[src/hw/rtl/bfrid_pkg.sv]
// ----------------------------------------------------------------------------
// bfrid_pkg
// shared types and codes of the ready queue with remove by id
// ----------------------------------------------------------------------------
`default_nettype none

package bfrid_pkg;

  localparam int DEPTH_DEFAULT   = 16;
  localparam int ID_BITS_DEFAULT = 8;

  localparam int LIMIT_BITS = 5;
  localparam logic [LIMIT_BITS-1:0] LIMIT_RESET = 5'd16;

  // operation codes
  localparam logic [1:0] F_PUSH   = 2'd0;
  localparam logic [1:0] F_POP    = 2'd1;
  localparam logic [1:0] F_REMOVE = 2'd2;
  localparam logic [1:0] F_QUERY  = 2'd3;

  // status codes
  localparam logic [2:0] ST_OK        = 3'd0;
  localparam logic [2:0] ST_FULL      = 3'd1;
  localparam logic [2:0] ST_EMPTY     = 3'd2;
  localparam logic [2:0] ST_NOT_FOUND = 3'd3;
  localparam logic [2:0] ST_DUPLICATE = 3'd4;

  typedef struct packed {
    logic [1:0] func;
    logic [7:0] thread_id;
  } req_t;

  typedef struct packed {
    logic [2:0] status;
    logic [7:0] taken_id;
    logic [4:0] occupancy;
    logic       head_valid;
    logic [7:0] head_id;
  } rsp_t;

  // per-cell control from the sequencer
  typedef struct packed {
    logic cmp;       // capture the match flag
    logic occupied;  // cell holds a queued entry
    logic load;      // take the key as a new tail entry
    logic shift;     // close the gap when the chain says so
  } cell_ctrl_t;

endpackage

`default_nettype wire

[src/hw/rtl/bfrid_cell.sv]
// ----------------------------------------------------------------------------
// bfrid_cell
// one queue slot: holds an id, matches it, passes match and id along the row
// ----------------------------------------------------------------------------
`default_nettype none

module bfrid_cell
  import bfrid_pkg::*;
#(
  parameter int ID_BITS = ID_BITS_DEFAULT
) (
  input  wire logic               clk,
  input  wire cell_ctrl_t         ctrl,
  input  wire logic [ID_BITS-1:0] key,
  input  wire logic [ID_BITS-1:0] next_id,
  input  wire logic               found_in,
  input  wire logic [ID_BITS-1:0] taken_in,
  output logic                    found_out,
  output logic [ID_BITS-1:0]      taken_out,
  output logic [ID_BITS-1:0]      id_out
);

  logic [ID_BITS-1:0] id;
  logic               hit;

  // first match from the head picks this cell
  assign found_out = found_in | hit;
  assign taken_out = (hit && !found_in) ? id : taken_in;
  assign id_out    = id;

  always_ff @(posedge clk) begin
    if (ctrl.cmp) begin
      hit <= ctrl.occupied && (id == key);
    end
    if (ctrl.load) begin
      id <= key;
    end else if (ctrl.shift && found_out) begin
      id <= next_id;
    end
  end

endmodule

`default_nettype wire

[src/hw/rtl/bounded_fifo_with_remove_by_id_unit.sv]
// ----------------------------------------------------------------------------
// bounded_fifo_with_remove_by_id_unit
// ordered ready queue of ids with push, pop and remove by id
// ----------------------------------------------------------------------------
// a transfer latches the match flag in every cell; in the execute state
//   first-match ripples along the cell row, the row shifts or loads and
//   the result is registered; requests stall until the sequencer is idle,
//   and a waiting result holds execution until the output register frees
// reset: count cleared, limit back to 16, output empty; cell ids not cleared
// ----------------------------------------------------------------------------
`default_nettype none

module bounded_fifo_with_remove_by_id_unit
  import bfrid_pkg::*;
#(
  parameter int DEPTH   = DEPTH_DEFAULT,
  parameter int ID_BITS = ID_BITS_DEFAULT
) (
  input  wire logic                  clk,
  input  wire logic                  rst,
  input  wire logic                  cfg_wr_en,
  input  wire logic [LIMIT_BITS-1:0] cfg_wr_data,
  input  wire logic                  req_valid,
  output logic                       req_stall,
  input  wire req_t                  req,
  output logic                       rsp_valid,
  input  wire logic                  rsp_stall,
  output rsp_t                       rsp
);

  localparam int CW   = $clog2(DEPTH + 1);
  localparam int CMPW = (CW > LIMIT_BITS) ? CW : LIMIT_BITS;

  typedef enum logic [1:0] {
    S_IDLE = 2'b01,
    S_EXEC = 2'b10
  } state_t;

  state_t                  state;
  logic [CW-1:0]           entry_count;
  logic [CW-1:0]           count_next;
  logic [LIMIT_BITS-1:0]   queue_limit;
  logic [1:0]              req_func;
  logic [ID_BITS-1:0]      req_key;

  logic                    req_xfer;
  logic                    exec_fire;
  logic [ID_BITS-1:0]      key;

  // cell row wiring
  cell_ctrl_t              ctrl [DEPTH];
  logic [ID_BITS-1:0]      cell_id [DEPTH];
  logic [ID_BITS-1:0]      cell_next [DEPTH];
  logic                    found [DEPTH+1];
  logic [ID_BITS-1:0]      taken [DEPTH+1];

  logic                    full;
  logic                    do_load;
  logic                    do_shift;
  logic [ID_BITS-1:0]      head_new;
  rsp_t                    rsp_next;

  assign req_stall = (state != S_IDLE);
  assign req_xfer  = req_valid && !req_stall;
  assign exec_fire = (state == S_EXEC) && (!rsp_valid || !rsp_stall);

  // compare against the incoming id, load with the latched one
  assign key = (state == S_IDLE) ? ID_BITS'(req.thread_id) : req_key;

  // chain start: pop forces the gap at the head
  assign found[0] = (req_func == F_POP);
  assign taken[0] = '0;

  for (genvar i = 0; i < DEPTH; i++) begin : g_cell
    if (i + 1 < DEPTH) begin : g_mid
      assign cell_next[i] = cell_id[i+1];
    end else begin : g_last
      assign cell_next[i] = '0;
    end

    always_comb begin
      ctrl[i].cmp      = req_xfer;
      ctrl[i].occupied = CW'(i) < entry_count;
      ctrl[i].load     = do_load && (entry_count == CW'(i));
      ctrl[i].shift    = do_shift;
    end

    bfrid_cell #(
      .ID_BITS(ID_BITS)
    ) u_cell (
      .clk      (clk),
      .ctrl     (ctrl[i]),
      .key      (key),
      .next_id  (cell_next[i]),
      .found_in (found[i]),
      .taken_in (taken[i]),
      .found_out(found[i+1]),
      .taken_out(taken[i+1]),
      .id_out   (cell_id[i])
    );
  end

  // limit is capped at the row length
  assign full = (entry_count >= CW'(DEPTH)) ||
                (CMPW'(entry_count) >= CMPW'(queue_limit));

  // decide the outcome of the latched request in the execute state
  always_comb begin
    do_load           = 1'b0;
    do_shift          = 1'b0;
    count_next        = entry_count;
    rsp_next.status   = ST_OK;
    rsp_next.taken_id = '0;
    unique case (req_func)
      F_PUSH: begin
        if (found[DEPTH]) begin
          rsp_next.status = ST_DUPLICATE;
        end else if (full) begin
          rsp_next.status = ST_FULL;
        end else begin
          do_load    = exec_fire;
          count_next = entry_count + CW'(1);
        end
      end
      F_POP: begin
        if (entry_count == '0) begin
          rsp_next.status = ST_EMPTY;
        end else begin
          do_shift          = exec_fire;
          count_next        = entry_count - CW'(1);
          rsp_next.taken_id = 8'(cell_id[0]);
        end
      end
      F_REMOVE: begin
        if (!found[DEPTH]) begin
          rsp_next.status = ST_NOT_FOUND;
        end else begin
          do_shift          = exec_fire;
          count_next        = entry_count - CW'(1);
          rsp_next.taken_id = 8'(taken[DEPTH]);
        end
      end
      default: begin
        // query: nothing changes
      end
    endcase

    // head as it stands after the request
    if (rsp_next.status == ST_OK && (req_func == F_POP || req_func == F_REMOVE)
        && found[1]) begin
      head_new = cell_next[0];
    end else if (rsp_next.status == ST_OK && req_func == F_PUSH
                 && entry_count == '0) begin
      head_new = req_key;
    end else begin
      head_new = cell_id[0];
    end

    rsp_next.occupancy  = 5'(count_next);
    rsp_next.head_valid = (count_next != '0);
    rsp_next.head_id    = (count_next != '0) ? 8'(head_new) : '0;
  end

  // sequencer
  always_ff @(posedge clk) begin
    if (rst) begin
      state <= S_IDLE;
    end else begin
      unique case (state)
        S_IDLE: begin
          if (req_xfer) begin
            state <= S_EXEC;
          end
        end
        S_EXEC: begin
          if (exec_fire) begin
            state <= S_IDLE;
          end
        end
        default: begin
          state <= S_IDLE;
        end
      endcase
    end
  end

  // latched request
  always_ff @(posedge clk) begin
    if (req_xfer) begin
      req_func <= req.func;
      req_key  <= ID_BITS'(req.thread_id);
    end
  end

  // count and limit register
  always_ff @(posedge clk) begin
    if (rst) begin
      entry_count <= '0;
      queue_limit <= LIMIT_RESET;
    end else begin
      if (exec_fire) begin
        entry_count <= count_next;
      end
      if (cfg_wr_en) begin
        queue_limit <= cfg_wr_data;
      end
    end
  end

  // output register, one result waiting at most
  always_ff @(posedge clk) begin
    if (rst) begin
      rsp_valid <= 1'b0;
    end else if (exec_fire) begin
      rsp_valid <= 1'b1;
    end else if (!rsp_stall) begin
      rsp_valid <= 1'b0;
    end
  end

  always_ff @(posedge clk) begin
    if (exec_fire) begin
      rsp <= rsp_next;
    end
  end

  // count never runs past the row
  a_count_bound: assert property (@(posedge clk) disable iff (rst)
    entry_count <= CW'(DEPTH))
    else $error("entry count beyond depth");

  // a transfer always moves the sequencer into its execute state
  a_xfer_exec: assert property (@(posedge clk) disable iff (rst)
    req_xfer |=> (state == S_EXEC))
    else $error("request transfer did not start execution");

  // a successful take drops the count by one
  a_take_dec: assert property (@(posedge clk) disable iff (rst)
    exec_fire && rsp_next.status == ST_OK &&
    (req_func == F_POP || req_func == F_REMOVE)
    |=> entry_count == $past(entry_count) - CW'(1))
    else $error("count not decremented on take");

  // a refused request leaves the count alone
  a_refuse_hold: assert property (@(posedge clk) disable iff (rst)
    exec_fire && rsp_next.status != ST_OK |=> $stable(entry_count))
    else $error("count changed on refused request");

endmodule

`default_nettype wire

[config.mk]
export PLATFORM = sky130hd
export DESIGN_NAME = bounded_fifo_with_remove_by_id_unit
export DESIGN_NICKNAME = d
export VERILOG_FILES = /design/src/hw/rtl/bfrid_pkg.sv /design/src/hw/rtl/bfrid_cell.sv /design/src/hw/rtl/bounded_fifo_with_remove_by_id_unit.sv
export SDC_FILE = /design/constraint.sdc
export NUM_CORES = 1
export LEC_CHECK = 0
export BUFFER_PORTS_ARGS = -buffer_cell sky130_fd_sc_hd__buf_4
export CAP_MARGIN = 15
export CORE_ASPECT_RATIO = 0.8
export CORE_MARGIN = 10
export CORE_UTILIZATION = 45
export DETAILED_ROUTE_END_ITERATION = 6
export GPL_ROUTABILITY_DRIVEN = 1
export PLACE_DENSITY = 0.58
export SLEW_MARGIN = 20
export SYNTH_ARGS = -nofsm -noshare
export SYNTH_HDL_FRONTEND = slang
export SYNTH_SLANG_ARGS = --single-unit
[constraint.sdc]
create_clock -name clk -period 5.45 [get_ports clk]
set_input_delay 1.09 -clock clk [delete_from_list [all_inputs] [get_ports clk]]
set_output_delay 1.09 -clock clk [all_outputs]
set_load 0.05 [all_outputs]
==> qor.yml <==
status: "complete, but fails checks"
violations: "DRC"
synthDistinctLibCells: 71
drc: 3
grt.total_usage: 0.230
synth_compound_area_frac: 0.194
cts_tree: "yes"
worstSkewPairLatency_ns: 0.45
synthXorXnorAreaFrac: 0.0972
synth_simple_gate_area_frac: 0.145
wl_per_cell_um: 24.9
dieArea_mm2: 0.0325
postCtsHoldBufs: 0
cp_max_fo: 17
p_leak_nw: 4.63
gr-usage-met1: 0.345
ff_latch_area_mm2: 0.00564
tns_ns: 0
synth_top_area_share: 0.466
cts_buffers: 17
worstHoldEndpoint: "queue_limit[2]"
min_path_cells: 2
reg2reg_depth: 8
synthCells: 1167
via_per_inst: 6.25
dpl.hpwl_um: 26700
rows: 52
grt_setup_unrepaired: "no"
avgSynthCellArea_um2: 9.89
ys_ff_latch: 192
use_met2: 0.326
io_pins: 47
synthAdderAreaFrac: 0.0152
ir_drop_mv: 0.215
fp.dieW_um: 199
holdWs_ns: 0.513
synth_area_leaders: "edfxtp_1, xor2_1, nand2_1, a21oi_1, o21ai_0"
fp.dieH_um: 163
drive_above_1_share: 0.120
relSlewSlack: 0.204
slowest_delay_ns: 0.85
final_hold_viol_count: 0
multiInputGateArea_mm2: 0.00550
layout.nets: 1205
post-cts-setup-buffer-count: 0
cp.arrival_ns: 4.40
cts-root-buf: "clkbuf_16"
crit_chain: "inv_1, ha_1, nor3b_1, o21ai_0, a211o_1, nor4_1, nand3_1, o21ai_0"
grt.met3_usage: 0.0452
power_mw: 3.36
period_share: 0.793
clock-sinks: 192
busiest_layer: "met1"
ctsHtreeMaxLevel: 4
pre_cts_ws_ns: 1.20
drt_wl_total_um: 37500
portBuffers: 46
n_antenna_cell: 0
overflow: 0
powerDensity_mw_per_mm2: 264
antenna_found_initial: 0
place_congestion: 0.973
hp-class: "reg -> reg"
cpMaxStageDelayCell: "nor4_1"
ys.flop_type: "edfxtp_1"
stdcell_area_mm2: 0.0128
postCtsResizedCells: 0
fin_ws_ns: 1.13
yosys.area.top_type: "edfxtp_1"
clkTransAtPathRegs_ns: 0.08
fp.coreArea_mm2: 0.0252
drt_iter0_markers: 1210
maxSlewViolCount: 0
async_reset_ff_frac: 0
skew_ns: 0.0119
grt_pass1_wl_um: 56300
fmax_ghz: 0.231
drtAntennaViolNets: 0
finalSetupViolations: 0
clock_path_buffers: 2
worstPathRequired_ns: 5.53
start_util: 0.457
reg2reg_from: "entry_count[0]"
min_period_ns: 4.32
ys.warnings.count: 0
grt_max_degree: 33
crit_path_end_kind: "flip-flop"
crit_top_cell: "o21ai_0"
critPathKind: "reg -> reg"
synth_mux_area_frac: 0.0158
crit_path_start_kind: "flip-flop"
worstMarginPinSlew_ns: 1.19
drt_first_pass_iters: 7
grt_pass1_vias: 8739
synth_area_mm2: 0.0115
reg2reg_to: "g_cell[5].u_cell.id_out[7]"
ff2ff_setup_slack_ns: 1.13
hp-start: "queue_limit[2]"
cap_violations: 0
place_area_mm2: 0.0122
vias: 9429
synth_edf_count: 179
area_growth_pct: 10.5
synth-seq-area-share: 0.488
synth_nets: 1201
synth_top_family_by_area: "compound AO/OA/AOI/OAI gates"
fillCellCount: 2334
## placed cells by master (no fill, tap or decap), types with 5 or more instances in the layout
master / instances
o22ai_1: 16
nor3_4: 5
dfxtp_1: 13
a2111oi_0: 9
a21oi_1: 85
buf_4: 68
a21boi_0: 9
clkbuf_16: 17
xor2_1: 96
nor3_1: 11
nand4_1: 20
o21ai_2: 15
nor4_1: 12
o21a_1: 5
nand2b_1: 6
nor2b_1: 8
a22oi_1: 9
a41o_1: 8
or3_1: 11
o221ai_1: 11
nand2_1: 141
a221oi_1: 12
edfxtp_1: 179
a211oi_1: 5
o21ai_0: 81
xnor2_1: 32
o211ai_1: 5
mux2i_1: 8
nor2_1: 85
mux2i_4: 8
a211o_1: 6
nand3_1: 23
a31oi_1: 5
inv_1: 33
o21ai_1: 38
ha_1: 14
## synthesized netlist by cell type (11+ instances only)
cell        n
nand3_1    23
o21ai_0    85
buf_2      26
nand2_1   141
mux2i_1    16
xnor2_1    32
o21ai_1    34
clkbuf_1   43
or3_1      11
a21oi_1    85
nor2_1     85
o221ai_1   11
inv_1      34
dfxtp_1    13
edfxtp_1  179
o21ai_2    15
xor2_1     96
nor3_1     11
nand4_1    20
o22ai_1    16
nor4_1     12
ha_1       14
a221oi_1   12
## through the flow
step	utilization	std cells
4_1_cts	0.505	1508
2_1_floorplan	-	1167
3_5_place_dp	0.482	1476
5_1_grt	0.505	1508
3_3_place_gp	0.482	1476
6_report	0.505	1508
## how the worst max path moves through the flow
| stage | start | endpoint | slack (ns) | depth (start not counted) |
|---|---|---|---|---|
| floorplan | rsp_stall | g_cell[12].u_cell.id_out[0] | 1.41 | 8 |
| global placement | entry_count[0] | g_cell[5].u_cell.id_out[6] | 1.27 | 8 |
| detailed placement | entry_count[0] | g_cell[5].u_cell.id_out[7] | 1.20 | 8 |
| CTS | entry_count[0] | g_cell[5].u_cell.id_out[7] | 1.17 | 8 |
| global route | entry_count[0] | g_cell[5].u_cell.id_out[7] | 0.80 | 8 |
| finish | entry_count[0] | g_cell[5].u_cell.id_out[7] | 1.13 | 8 |
## sequential cells by signal, indices dropped and copies added, names as in the netlist
| register | flops |
|---|---|
| g_cell.u_cell.id_out | 128 |
| entry_count | 5 |
| req_func | 2 |
| queue_limit | 5 |
| g_cell.u_cell.hit | 16 |
| req_key | 8 |
| state | 2 |
| rsp | 25 |
| rsp_valid | 1 |
## where the power goes
group	switching (mW)	internal, mW
registers	0.0298	1.62
clock network	0.623	0.646
logic	0.299	0.147
## routing by layer
layer	wire, um	vias up
met3	3130	73
li1	-	4307
met4	905	0
met5	0	-
met2	15900	468
met1	17600	4581
## cells by family after synthesis
family	after synthesis
flops	192
simple gates	347
compound gates	351
fa+ha+maj	14
xor+xnor	128
buf+inv	117
mux	18
## layout make-up
cell class | count | share of cell area
Tap cell | 324 | 0.0318
Clock buffer | 17 | 0.0334
Multi-Input combinational cell | 858 | 0.431
Inverter | 34 | 0.0100
Timing Repair Buffer | 68 | 0.0400
Sequential cell | 192 | 0.442
Clock inverter | 15 | 0.0119
## critical path: cells and delay by family (launching register included)
family	cells	cell delay [ns]
flops	1	0.58
buf+inv	1	0.21
compound gates	3	1.23
fa+ha+maj	1	0.34
simple gates	3	1.58
Power figures use the tool's default switching activity.
